### src/hw/rtl/imm_pkg.sv
// Shared types, constants and helpers for the integer matrix multiplier.
// No dependencies; imported by the controller, datapath and top level.
`timescale 1ns / 1ps
`default_nettype none

package imm_pkg;

    localparam int DIM_DEF        = 5;
    localparam int ELEM_WIDTH_DEF = 16;
    localparam int PROD_W         = 34;
    localparam int OP_W           = 2;
    localparam int OUT_IDX_W      = 3;

    localparam logic [OP_W-1:0] OP_LOAD_A  = 2'd0;
    localparam logic [OP_W-1:0] OP_LOAD_B  = 2'd1;
    localparam logic [OP_W-1:0] OP_COMPUTE = 2'd2;

    typedef struct packed {
        logic wr_a;
        logic wr_b;
        logic issue;
        logic first_k;
        logic last_k;
        logic last_item;
    } t_ctl_cmd;

    typedef struct packed {
        logic pipe_en;
    } t_dp_status;

    function automatic int idx_w(input int n);
        return (n > 1) ? $clog2(n) : 1;
    endfunction

endpackage

`default_nettype wire

### src/hw/rtl/integer_matrix_multiply.sv
// Channel   Direction  Signals
// input     in         i_in_valid, o_in_stall, i_op, i_row, i_col, i_element
// result    out        o_out_valid, i_out_stall, o_out_row, o_out_col,
//                      o_product_value, o_last
//
// Load items produce nothing. A compute item stalls the input until its
// sweep ends, one multiply-accumulate per cycle on the single multiplier
// unless the pipe is frozen. Reset (i_rst_n, synchronous) clears control
// only; operand stores are not cleared. An output stall while a result is
// held freezes the whole read/multiply/accumulate pipe. Top level:
// controller and datapath. Depends on imm_pkg.
`timescale 1ns / 1ps
`default_nettype none

module integer_matrix_multiply
    import imm_pkg::*;
#(
    parameter int DIM        = DIM_DEF,
    parameter int ELEM_WIDTH = ELEM_WIDTH_DEF
) (
    input  wire logic                         i_clk,
    input  wire logic                         i_rst_n,
    input  wire logic                         i_in_valid,
    output logic                              o_in_stall,
    input  wire logic [OP_W-1:0]              i_op,
    input  wire logic [OUT_IDX_W-1:0]         i_row,
    input  wire logic [OUT_IDX_W-1:0]         i_col,
    input  wire logic signed [ELEM_WIDTH-1:0] i_element,
    output logic                              o_out_valid,
    input  wire logic                         i_out_stall,
    output logic [OUT_IDX_W-1:0]              o_out_row,
    output logic [OUT_IDX_W-1:0]              o_out_col,
    output logic signed [PROD_W-1:0]          o_product_value,
    output logic                              o_last
);

    localparam int AW = idx_w(DIM * DIM);
    localparam int IW = idx_w(DIM);

    t_ctl_cmd      cmd;
    t_dp_status    status;
    logic [AW-1:0] wr_addr, rd_a_addr, rd_b_addr;
    logic [IW-1:0] row_idx, col_idx;

    imm_controller #(
        .DIM (DIM)
    ) u_ctl (
        .i_clk       (i_clk),
        .i_rst_n     (i_rst_n),
        .i_in_valid  (i_in_valid),
        .i_op        (i_op),
        .i_row       (i_row),
        .i_col       (i_col),
        .i_status    (status),
        .o_in_stall  (o_in_stall),
        .o_cmd       (cmd),
        .o_wr_addr   (wr_addr),
        .o_rd_a_addr (rd_a_addr),
        .o_rd_b_addr (rd_b_addr),
        .o_row_idx   (row_idx),
        .o_col_idx   (col_idx)
    );

    imm_datapath #(
        .DIM        (DIM),
        .ELEM_WIDTH (ELEM_WIDTH)
    ) u_dp (
        .i_clk           (i_clk),
        .i_rst_n         (i_rst_n),
        .i_cmd           (cmd),
        .i_wr_addr       (wr_addr),
        .i_wr_data       (i_element),
        .i_rd_a_addr     (rd_a_addr),
        .i_rd_b_addr     (rd_b_addr),
        .i_row_idx       (row_idx),
        .i_col_idx       (col_idx),
        .i_out_stall     (i_out_stall),
        .o_status        (status),
        .o_out_valid     (o_out_valid),
        .o_out_row       (o_out_row),
        .o_out_col       (o_out_col),
        .o_product_value (o_product_value),
        .o_last          (o_last)
    );

endmodule

`default_nettype wire

### src/hw/rtl/imm_datapath.sv
// Datapath: operand stores A and B, read stage, multiplier, accumulator
// and output register. Depends on imm_pkg.
`timescale 1ns / 1ps
`default_nettype none

module imm_datapath
    import imm_pkg::*;
#(
    parameter int DIM        = DIM_DEF,
    parameter int ELEM_WIDTH = ELEM_WIDTH_DEF
) (
    input  wire logic                               i_clk,
    input  wire logic                               i_rst_n,
    input  wire t_ctl_cmd                           i_cmd,
    input  wire logic [idx_w(DIM*DIM)-1:0]          i_wr_addr,
    input  wire logic signed [ELEM_WIDTH-1:0]       i_wr_data,
    input  wire logic [idx_w(DIM*DIM)-1:0]          i_rd_a_addr,
    input  wire logic [idx_w(DIM*DIM)-1:0]          i_rd_b_addr,
    input  wire logic [idx_w(DIM)-1:0]              i_row_idx,
    input  wire logic [idx_w(DIM)-1:0]              i_col_idx,
    input  wire logic                               i_out_stall,
    output t_dp_status                              o_status,
    output logic                                    o_out_valid,
    output logic [OUT_IDX_W-1:0]                    o_out_row,
    output logic [OUT_IDX_W-1:0]                    o_out_col,
    output logic signed [PROD_W-1:0]                o_product_value,
    output logic                                    o_last
);

    localparam int CELLS = DIM * DIM;
    localparam int IW    = idx_w(DIM);
    localparam int PW    = 2 * ELEM_WIDTH;

    typedef struct packed {
        logic valid;
        logic first_k;
        logic last_k;
        logic last_item;
    } t_tag;

    logic signed [ELEM_WIDTH-1:0] r_mem_a [CELLS];
    logic signed [ELEM_WIDTH-1:0] r_mem_b [CELLS];

    logic                         pipe_en;
    t_tag                         r_s1_tag, r_s2_tag;
    logic [IW-1:0]                r_s1_row, r_s1_col, r_s2_row, r_s2_col;
    logic signed [ELEM_WIDTH-1:0] r_a_q, r_b_q;
    logic signed [PW-1:0]         r_prod;
    logic signed [PROD_W-1:0]     prod_ext, n_acc, r_acc;
    logic                         r_out_valid, r_out_last;
    logic [IW-1:0]                r_out_row, r_out_col;
    logic signed [PROD_W-1:0]     r_out_value;

    assign pipe_en          = !(r_out_valid && i_out_stall);
    assign o_status.pipe_en = pipe_en;

    always_ff @(posedge i_clk) begin
        if (i_cmd.wr_a) begin
            r_mem_a[i_wr_addr] <= i_wr_data;
        end
        if (i_cmd.wr_b) begin
            r_mem_b[i_wr_addr] <= i_wr_data;
        end
    end

    always_ff @(posedge i_clk) begin
        if (pipe_en) begin
            r_a_q    <= r_mem_a[i_rd_a_addr];
            r_b_q    <= r_mem_b[i_rd_b_addr];
            r_s1_row <= i_row_idx;
            r_s1_col <= i_col_idx;
            r_prod   <= r_a_q * r_b_q;
            r_s2_row <= r_s1_row;
            r_s2_col <= r_s1_col;
        end
    end

    always_ff @(posedge i_clk) begin
        if (!i_rst_n) begin
            r_s1_tag    <= '0;
            r_s2_tag    <= '0;
            r_out_valid <= 1'b0;
        end else if (pipe_en) begin
            r_s1_tag    <= '{valid:     i_cmd.issue,
                             first_k:   i_cmd.first_k,
                             last_k:    i_cmd.last_k,
                             last_item: i_cmd.last_item};
            r_s2_tag    <= r_s1_tag;
            r_out_valid <= r_s2_tag.valid && r_s2_tag.last_k;
        end
    end

    // modulo 2^PROD_W accumulation
    assign prod_ext = PROD_W'(r_prod);
    assign n_acc    = r_s2_tag.first_k ? prod_ext : r_acc + prod_ext;

    always_ff @(posedge i_clk) begin
        if (pipe_en && r_s2_tag.valid) begin
            r_acc <= n_acc;
            if (r_s2_tag.last_k) begin
                r_out_value <= n_acc;
                r_out_row   <= r_s2_row;
                r_out_col   <= r_s2_col;
                r_out_last  <= r_s2_tag.last_item;
            end
        end
    end

    assign o_out_valid     = r_out_valid;
    assign o_out_row       = OUT_IDX_W'(r_out_row);
    assign o_out_col       = OUT_IDX_W'(r_out_col);
    assign o_product_value = r_out_value;
    assign o_last          = r_out_last;

`ifndef SYNTHESIS
    a_out_hold : assert property (@(posedge i_clk) disable iff (!i_rst_n)
        (r_out_valid && i_out_stall) |=> (r_out_valid && $stable(r_out_value)))
        else $error("stalled result lost or changed");

    a_last_pos : assert property (@(posedge i_clk) disable iff (!i_rst_n)
        (r_out_valid && r_out_last) |->
            (r_out_row == IW'(DIM-1) && r_out_col == IW'(DIM-1)))
        else $error("last flag on wrong product element");
`endif

endmodule

`default_nettype wire

### src/hw/rtl/imm_controller.sv
// Controller: decodes input items, sequences the row, column and inner
// product counters over the operand stores. Depends on imm_pkg.
`timescale 1ns / 1ps
`default_nettype none

module imm_controller
    import imm_pkg::*;
#(
    parameter int DIM = DIM_DEF
) (
    input  wire logic                        i_clk,
    input  wire logic                        i_rst_n,
    input  wire logic                        i_in_valid,
    input  wire logic [OP_W-1:0]             i_op,
    input  wire logic [OUT_IDX_W-1:0]        i_row,
    input  wire logic [OUT_IDX_W-1:0]        i_col,
    input  wire t_dp_status                  i_status,
    output logic                             o_in_stall,
    output t_ctl_cmd                         o_cmd,
    output logic [idx_w(DIM*DIM)-1:0]        o_wr_addr,
    output logic [idx_w(DIM*DIM)-1:0]        o_rd_a_addr,
    output logic [idx_w(DIM*DIM)-1:0]        o_rd_b_addr,
    output logic [idx_w(DIM)-1:0]            o_row_idx,
    output logic [idx_w(DIM)-1:0]            o_col_idx
);

    localparam int AW = idx_w(DIM * DIM);
    localparam int IW = idx_w(DIM);
    localparam logic [IW-1:0] IDX_LAST = IW'(DIM - 1);

    typedef enum logic [1:0] {
        ST_IDLE = 2'b01,
        ST_RUN  = 2'b10
    } t_state;

    t_state        r_state, n_state;
    logic [IW-1:0] r_i, r_j, r_k, n_i, n_j, n_k;
    logic          accept, in_range, issue, step, last_k, last_item;

    assign accept    = i_in_valid && !o_in_stall;
    assign in_range  = (int'(i_row) < DIM) && (int'(i_col) < DIM);
    assign issue     = (r_state == ST_RUN);
    assign step      = issue && i_status.pipe_en;
    assign last_k    = (r_k == IDX_LAST);
    assign last_item = last_k && (r_i == IDX_LAST) && (r_j == IDX_LAST);

    assign o_in_stall     = (r_state == ST_RUN);
    assign o_cmd.wr_a     = accept && in_range && (i_op == OP_LOAD_A);
    assign o_cmd.wr_b     = accept && in_range && (i_op == OP_LOAD_B);
    assign o_cmd.issue    = issue;
    assign o_cmd.first_k  = (r_k == '0);
    assign o_cmd.last_k   = last_k;
    assign o_cmd.last_item = last_item;

    assign o_wr_addr   = AW'(int'(i_row) * DIM + int'(i_col));
    assign o_rd_a_addr = AW'(int'(r_i) * DIM + int'(r_k));
    assign o_rd_b_addr = AW'(int'(r_k) * DIM + int'(r_j));
    assign o_row_idx   = r_i;
    assign o_col_idx   = r_j;

    always_comb begin
        n_state = r_state;
        n_i     = r_i;
        n_j     = r_j;
        n_k     = r_k;
        unique case (r_state)
            ST_IDLE: begin
                if (accept && i_op == OP_COMPUTE) begin
                    n_state = ST_RUN;
                    n_i     = '0;
                    n_j     = '0;
                    n_k     = '0;
                end
            end
            ST_RUN: begin
                if (step) begin
                    if (last_k) begin
                        n_k = '0;
                        if (r_j == IDX_LAST) begin
                            n_j = '0;
                            n_i = r_i + 1'b1;
                        end else begin
                            n_j = r_j + 1'b1;
                        end
                    end else begin
                        n_k = r_k + 1'b1;
                    end
                    if (last_item) begin
                        n_state = ST_IDLE;
                    end
                end
            end
            default: begin
                n_state = ST_IDLE;
            end
        endcase
    end

    always_ff @(posedge i_clk) begin
        if (!i_rst_n) begin
            r_state <= ST_IDLE;
            r_i     <= '0;
            r_j     <= '0;
            r_k     <= '0;
        end else begin
            r_state <= n_state;
            r_i     <= n_i;
            r_j     <= n_j;
            r_k     <= n_k;
        end
    end

`ifndef SYNTHESIS
    a_run_end : assert property (@(posedge i_clk) disable iff (!i_rst_n)
        (step && last_item) |=> (r_state == ST_IDLE))
        else $error("sequencer did not finish after final product term");

    a_run_start : assert property (@(posedge i_clk) disable iff (!i_rst_n)
        (r_state == ST_IDLE && accept && i_op == OP_COMPUTE) |=>
            (r_state == ST_RUN && r_i == '0 && r_j == '0 && r_k == '0))
        else $error("compute item did not start a fresh sweep");
`endif

endmodule

`default_nettype wire

### config.mk
export PLATFORM = sky130hd
export DESIGN_NAME = integer_matrix_multiply
export DESIGN_NICKNAME = d
export VERILOG_FILES = /design/src/hw/rtl/imm_pkg.sv /design/src/hw/rtl/integer_matrix_multiply.sv /design/src/hw/rtl/imm_datapath.sv /design/src/hw/rtl/imm_controller.sv
export SDC_FILE = /design/constraint.sdc
export NUM_CORES = 2
export LEC_CHECK = 0
export BUFFER_PORTS_ARGS = -buffer_cell sky130_fd_sc_hd__buf_2
export CAP_MARGIN = 5
export CORE_MARGIN = 8
export CORE_UTILIZATION = 30
export CTS_CLUSTER_DIAMETER = 100
export DETAILED_ROUTE_END_ITERATION = 10
export PLACE_DENSITY = 0.41
export REMOVE_ABC_BUFFERS = 1
export SYNTH_ARGS = -nofsm -noshare
export SYNTH_HDL_FRONTEND = slang
export SYNTH_SLANG_ARGS = --single-unit
export TNS_END_PERCENT = 5
### constraint.sdc
create_clock -name i_clk -period 6.7 [get_ports i_clk]
set_clock_uncertainty 0.1 [all_clocks]
set_input_delay 0.335 -clock i_clk [delete_from_list [all_inputs] [get_ports i_clk]]
set_output_delay 0.335 -clock i_clk [all_outputs]
set_load 0.005 [all_outputs]
# ---- After elaboration in Yosys (flattened, before gate mapping)
# Memories as Yosys holds them, arrays and structs flattened. A register that Yosys moved wholly into a read port is not among the register bits.
# Cells that the tools add are included.
dict set report classes {
  mul 4
  addsub 7
  n_reduce_logical 24
  mux 21
  n_eq_ne 12
  n_lt_le_gt_ge 2
}
# operator n
set op_table {}
lappend op_table {{$add A34 B32 Y34} 1}
lappend op_table {{$mux W34} 1}
lappend op_table {{$mul A16 B16 Y32} 1}
lappend op_table {{$mux W3} 9}
lappend op_table {{$pmux W3 S2} 3}
lappend op_table {{$add A5 B4 Y5} 3}
lappend op_table {{$mul A3 B3 Y5 const B} 3}
lappend op_table {{$logic_and A1 B1 Y1} 12}
lappend op_table {{$add A3 B1 Y3 const B} 3}
lappend op_table {{$eq A3 B3 Y1 const B} 3}
lappend op_table {{$ne A2 B2 Y1 const B} 4}
lappend op_table {{$lt A3 B3 Y1 const B} 2}
lappend op_table {{$mux W2} 3}
lappend op_table {{$reduce_and A3 Y1} 2}
lappend op_table {{$reduce_and A5 Y1} 1}
lappend op_table {{$eq A2 B1 Y1 const B} 2}
lappend op_table {{$eq A2 B2 Y1 const B} 2}
lappend op_table {{$logic_not A1 Y1} 4}
lappend op_table {{$mux W1} 4}
lappend op_table {{$pmux W2 S2} 1}
lappend op_table {{$reduce_and A4 Y1} 1}
lappend op_table {{$logic_not A3 Y1} 1}
lappend op_table {{$logic_not A2 Y1} 1}
lappend op_table {{$ne A2 B1 Y1 const B} 1}
lappend op_table {{2 further kinds} 2}
dict set report totals {
  mem_bits_rw 800
  output_inout_bits 43
  mem_count 2
  register_bits 139
  word_cells 95
}
# memory words width read_ports rd_clocked_by_memory_dff write_ports line_no
set memory_table {}
lappend memory_table {u_dp.r_mem_a 25 16 1 1 1 imm_datapath.sv:41} ;# logic signed [ELEM_WIDTH-1:0] r_mem_a [CELLS];
lappend memory_table {u_dp.r_mem_b 25 16 1 1 1 imm_datapath.sv:42} ;# logic signed [ELEM_WIDTH-1:0] r_mem_b [CELLS];

# ---- Logic depth before layout (Yosys ltp)
dict set report depth {
  depth_word 7
  mapped_depth 23
  depth_no_buf 22
}

# ---- Hierarchy
# From an unflattened synthesis, not the netlist that was laid out.
dict set report hier_totals {
  hier_cells 2972
  area_unflattened_um2 48759.3
}
# module area_each_um2 seq_area_each_um2 cells_each n_inst
set by_module_without_submodules {}
lappend by_module_without_submodules {imm_datapath 47503.1 28737.6 2839 1}
lappend by_module_without_submodules {imm_controller 1256.2 220.2 133 1}

# ---- Worst setup path before layout
# OpenSTA, ideal clock, no wires.
dict set report synth_timing {
  path_type {register to register}
  start {register u_dp.r_a_q[15] (read register of u_dp.r_mem_a)}
  end {register u_dp.r_prod[30] (data pin)}
  t_arrival_ns 5.862
  required_time_ns 6.342
  stages_incl_launch_ff 24
  setup_time_ns 0.258
  path_buffers 1
  slack_ns 0.480
  cell_sequence {edfxtp_1 -> clkbuf_1 -> nand2_1 -> inv_1 -> fa_1 -> inv_1 -> fa_1 -> fa_1 -> inv_1 -> fa_1 -> fa_1 -> inv_1 -> fa_1 -> inv_1 -> ha_1 -> a21o_1 -> a21o_1 -> a2111oi_2 -> o31ai_1 -> a31oi_2 -> a21boi_1 -> or3b_1 -> a31oi_1 -> xnor2_1}
}
dict set report synth_between {
  elab_chain_cells 1
}
# item line_no
set synth_rtl {}
lappend synth_rtl {{from (decl)} imm_datapath.sv:47} ;# logic signed [ELEM_WIDTH-1:0] r_a_q, r_b_q;
lappend synth_rtl {{$mul A16 B16 Y32} imm_datapath.sv:72} ;# r_prod <= r_a_q * r_b_q;
lappend synth_rtl {{to (signal assigned)} imm_datapath.sv:72}
lappend synth_rtl {{to (decl)} imm_datapath.sv:48} ;# logic signed [PW-1:0] r_prod;
# Every way passes these cells.
# A chain may end at the register's enable or synchronous reset.

# ---- Worst setup path in the final report
dict set report layout_timing {
  start {register u_dp.r_a_q[11] (read register of u_dp.r_mem_a)}
  end {register u_dp.r_prod[30] (data pin)}
}
# Same word-level chain as after synthesis.

==> flow_summary_export.csv <==
group,metric,value,unit
cts,h-tree-depth,3,
power_and_ir_drop,p_per_area,480.2,nW/um2
place,port-buffer-count,70,
power_and_ir_drop,p_leak,19.82,nW
synth,syn_inst,3046,
critical_path,crit_fanout,7,
critical_path,worstPathRequired,7.04,ns
place,dp_hpwl,79840,um
status,status,"finished, final reports clean",
global_routing,grt_pass1_vias,27810,
synth,synth_top_area_share,59.01,%
global_routing,gr-total-overflow,0,
critical_path,worstReg2RegStart,"u_dp.r_a_q[11]",
drt,drt_iter0_drc,1739,
drt,drcViolationCount,0,
drt,postRouteAntennaNets,0,
final_layout,multi_input_comb_area,17930,um2
drt,post_drt_wl_per_cell,21.98,um
synth,async_flop_share,0,%
synth,synth-seq-cells,971,
power_and_ir_drop,switching_share,36.89,%
drt,dr_total_vias,25440,
place,dp_slack,0.1192,ns
critical_path,cp_top_family,"adder cells",
sta,fin_crit,6.427,ns
critical_path,start_kind,"flip-flop",
synth,netlist_top_cells_count,"edfxtp_1, inv_1, fa_1, nand2_1, mux4_2",
flow_run,max_cap_viol_count,0,
drt,viasPerCell,4.623,
power_and_ir_drop,p_int,16.92,mW
sta,setup_tns,0,ns
synth,yosysMostFrequentCell,"edfxtp_1",
cts,cts_made_buffers,108,
sta,hold_viol,0,
final_layout,ff_latch_area,28960,um2
final_layout,area.growth.synth_to_final,15.39,%
sta,finalCritPeriodShare,95.92,%
critical_path,rr_worst_depth,21,
power_and_ir_drop,pwr-share-seq,28.6,%
power_and_ir_drop,peakVddDrop,0.5952,mV
sta,setup-violations-final,0,
sta,relSlewSlack,25.27,%
critical_path,worst_ep_arrival_time,6.76,ns
cts,clockRootBuffer,"clkbuf_16",
cts,cts_tree,"built",
critical_path,worstSetupPathType,"flip-flop to flip-flop",
power_and_ir_drop,switching_power,9.892,mW
critical_path,ff2ff_setup_slack,0.27,ns
cts,clock_latency,0.74,ns
floorplan,die_w,417.7,um
floorplan,start_util,30.18,%
place,gp_congestion,0.8102,
cts,clkTransAtPathRegs,0.06,ns
floorplan,core,160400,um2
cts,clock_path_buffers,3,
final_layout,drive_gt1_share,18.59,%
drt,firstDrtPassIters,5,
floorplan,ios,71,
global_routing,grt_pass1_wl,181800,um
final_layout,nFillCells,15500,
synth,synth_top_flop_cell,"edfxtp_1",
synth,synth_cell_types,64,
cts,numClockSinks,971,
floorplan,die_h,417.7,um
global_routing,grt_max_degree,75,
synth,synth_area_leaders,"edfxtp_1, fa_1, mux4_2",
sta,slew_viol_final,0,
critical_path,worstReg2RegEnd,"u_dp.r_prod[30]",
min_path,hold_start,"i_in_valid",
power_and_ir_drop,combPwrFrac,49.0,%
power_and_ir_drop,power.clock.fraction,22.4,%
synth,synth_area_per_cell,15.89,um2
floorplan,num_rows,147,
global_routing,grt_usage,13.78,%
critical_path,cpMostUsedCell,"fa_1",
synth,ys_warn_count,0,
global_routing,antenna_found_initial,5,
place,placed_area,52010,um2
sta,clock.fmax,155.6,MHz
sta,tightest_slew,1.121,ns
synth,ys_seq_area_share,59.83,%
synth,synth-edff-count,951,
min_path,hold_path_depth,4,
drt,wl,121000,um
sta,whs,0.07639,ns
sta,timing.final.ws_setup,0.2733,ns
sta,rsz0062_at_grt,"no",
min_path,holdPathEnd,"u_ctl.r_state[1]",
min_path,hp-class,"input pin to flip-flop",
critical_path,path_cells,"and2_1 -> fa_1 -> inv_1 -> fa_1 -> fa_1 -> inv_1 -> fa_1 -> fa_1 -> inv_1 -> fa_1 -> inv_1 -> ha_1 -> a21o_1 -> a21o_1 -> a2111oi_2 -> o31ai_1 -> a31oi_2 -> a21boi_1 -> or3b_1 -> a31oi_2 -> xnor2_1",
critical_path,crit_path_max_incr_delay,0.52,ns
floorplan,die_area,174400,um2
synth,syn_area,48400,um2
final_layout,final_area,55840,um2
critical_path,cp-end-kind,"flip-flop",
synth,synth_area_leader_cell,"edfxtp_1",
critical_path,critPathSlowestCell,"fa_1",
final_layout,fin_nets,3690,
critical_path,cp_num_buf_inv,4,
[sequential cells by signal (all words and copies together) (netlist names)]
| register | flops |
|---|---|
| u_dp.r_b_q | 16 |
| u_dp.r_s1_col | 3 |
| u_dp.o_out_row | 3 |
| u_dp.r_s2_col | 3 |
| u_dp.o_product_value | 34 |
| u_ctl.r_state | 2 |
| u_dp.o_last | 1 |
| u_dp.r_a_q | 16 |
| u_dp.o_out_col | 3 |
| u_ctl.o_col_idx | 3 |
| u_dp.r_acc | 34 |
| u_dp.r_s2_row | 3 |
| u_ctl.r_k | 3 |
| u_dp.r_s2_tag | 4 |
| u_dp.o_out_valid | 1 |
| u_dp.r_mem_b | 400 |
| u_dp.r_s1_tag | 4 |
| u_ctl.o_row_idx | 3 |
| u_dp.r_prod | 32 |
| u_dp.r_s1_row | 3 |
| u_dp.r_mem_a | 400 |
[kinds of logic (layout without fill, tap and decap cells)]
group	Yosys count	in the layout	share of synthesized area, %
fa+ha+maj	413	413	14.80
mux	259	259	11.15
simple gates	612	612	5.907
other cells	0	1	0
flops	971	971	59.83
compound gates	289	289	3.573
buf+inv	427	722	3.371
xor+xnor	75	75	1.357
[power by group through the flow]
| stage | clock network (mW) | registers, mW | logic (mW) |
|---|---|---|---|
| CTS | 6.21 | 7.69 | 13.3 |
| finish | 6.01 | 7.67 | 13.1 |
| global route | 6.43 | 7.69 | 15.1 |
| detailed placement | 0 | 7.82 | 13.2 |
| floorplan | 0 | 7.78 | 10.0 |
| global placement | 0 | 7.81 | 13.1 |
[through the flow]
| stage | power [mW] | util, % | instances |
|---|---|---|---|
| 3_5_place_dp | 21.02 | 32.43 | 5275 |
| 2_1_floorplan | 17.80 | - | 2931 |
| 5_1_grt | 29.23 | 34.82 | 5501 |
| 6_report | 26.82 | 34.82 | 5502 |
| 3_3_place_gp | 20.92 | 32.43 | 5275 |
| 4_1_cts | 27.20 | 34.70 | 5479 |
[per-layer routing]
metal  GRT usage, %  share of wire (%)
met5              0              0.028
met2          23.91                 50
met1          18.26                 45
met4          3.179                2.1
met3          2.091                3.6
[layout make-up]
type,instances,area share [%]
Clock buffer,129,5.037
Inverter,312,2.099
Timing Repair Buffer,208,2.599
Sequential cell,971,51.86
Clock inverter,73,1.445
Multi-Input combinational cell,1648,32.12
Antenna cell,1,0.004481
Tap cell,2160,4.840
[worst max-delay path by stage]
stage / start / endpoint / slack [ns] / depth (start not counted)
global placement: u_dp.r_b_q[4] / u_dp.r_prod[30] / 0.09 / 21
finish: u_dp.r_a_q[11] / u_dp.r_prod[30] / 0.27 / 21
detailed placement: u_dp.r_b_q[4] / u_dp.r_prod[30] / 0.12 / 21
CTS: u_dp.r_b_q[4] / u_dp.r_prod[30] / 0.13 / 21
global route: u_dp.r_a_q[4] / u_dp.r_prod[22] / 0.004 / 20
floorplan: u_dp.r_b_q[2] / u_dp.r_prod[30] / 0.52 / 21
[worst register-to-register path, stage by stage (launching register included)]
cell and delay [ns]:
edfxtp_1 0.50, and2_1 0.23, fa_1 0.49, inv_1 0.06
fa_1 0.47, fa_1 0.52, inv_1 0.06, fa_1 0.50
fa_1 0.52, inv_1 0.06, fa_1 0.47, inv_1 0.04
ha_1 0.29, a21o_1 0.19, a21o_1 0.19, a2111oi_2 0.36
o31ai_1 0.15, a31oi_2 0.17, a21boi_1 0.14, or3b_1 0.38
a31oi_2 0.18, xnor2_1 0.08
[cells in the final DEF (no fill, tap or decap), types with 5 or more instances in the layout]
| cell | netlist | routed |
|---|---|---|
| nor2b_1 | 8 | 8 |
| nor3_1 | 12 | 12 |
| a31oi_1 | 10 | 9 |
| mux4_2 | 224 | 224 |
| mux2i_1 | 33 | 33 |
| fa_1 | 266 | 264 |
| dfxtp_1 | 20 | 19 |
| xor2_1 | 23 | 21 |
| a21oi_1 | 75 | 74 |
| o21ai_0 | 110 | 110 |
| ha_1 | 147 | 143 |
| nand2b_1 | 15 | 15 |
| nand3_1 | 24 | 24 |
| clkbuf_1 | 79 | 19 |
| xnor2_1 | 52 | 49 |
| a21boi_0 | 15 | 15 |
| a211oi_1 | 5 | 5 |
| o21a_1 | 10 | 10 |
| o21ai_1 | 7 | 7 |
| clkbuf_16 | 0 | 109 |
| buf_2 | 22 | 71 |
| clkinvlp_4 | 0 | 5 |
| clkinv_2 | 0 | 24 |
| nand2_1 | 266 | 266 |
| clkinv_1 | 0 | 23 |
| nor3b_1 | 7 | 7 |
| and2_1 | 132 | 131 |
| nor2_1 | 117 | 117 |
| edfxtp_1 | 951 | 951 |
| nand4_1 | 6 | 6 |
| bufinv_16 | 0 | 13 |
| buf_4 | 0 | 130 |
| o31ai_1 | 5 | 5 |
| a21o_1 | 17 | 17 |
| buf_12 | 0 | 5 |
| inv_1 | 312 | 311 |
[timing repair]
action	in CTS	in global routing
resized for setup	0	4
buffers inserted	0	22
hold buffers	2	0
endpoints found under the hold margin	20	0
endpoints found under the setup margin	0	8
No activity file was read; power rests on OpenSTA's default activity.
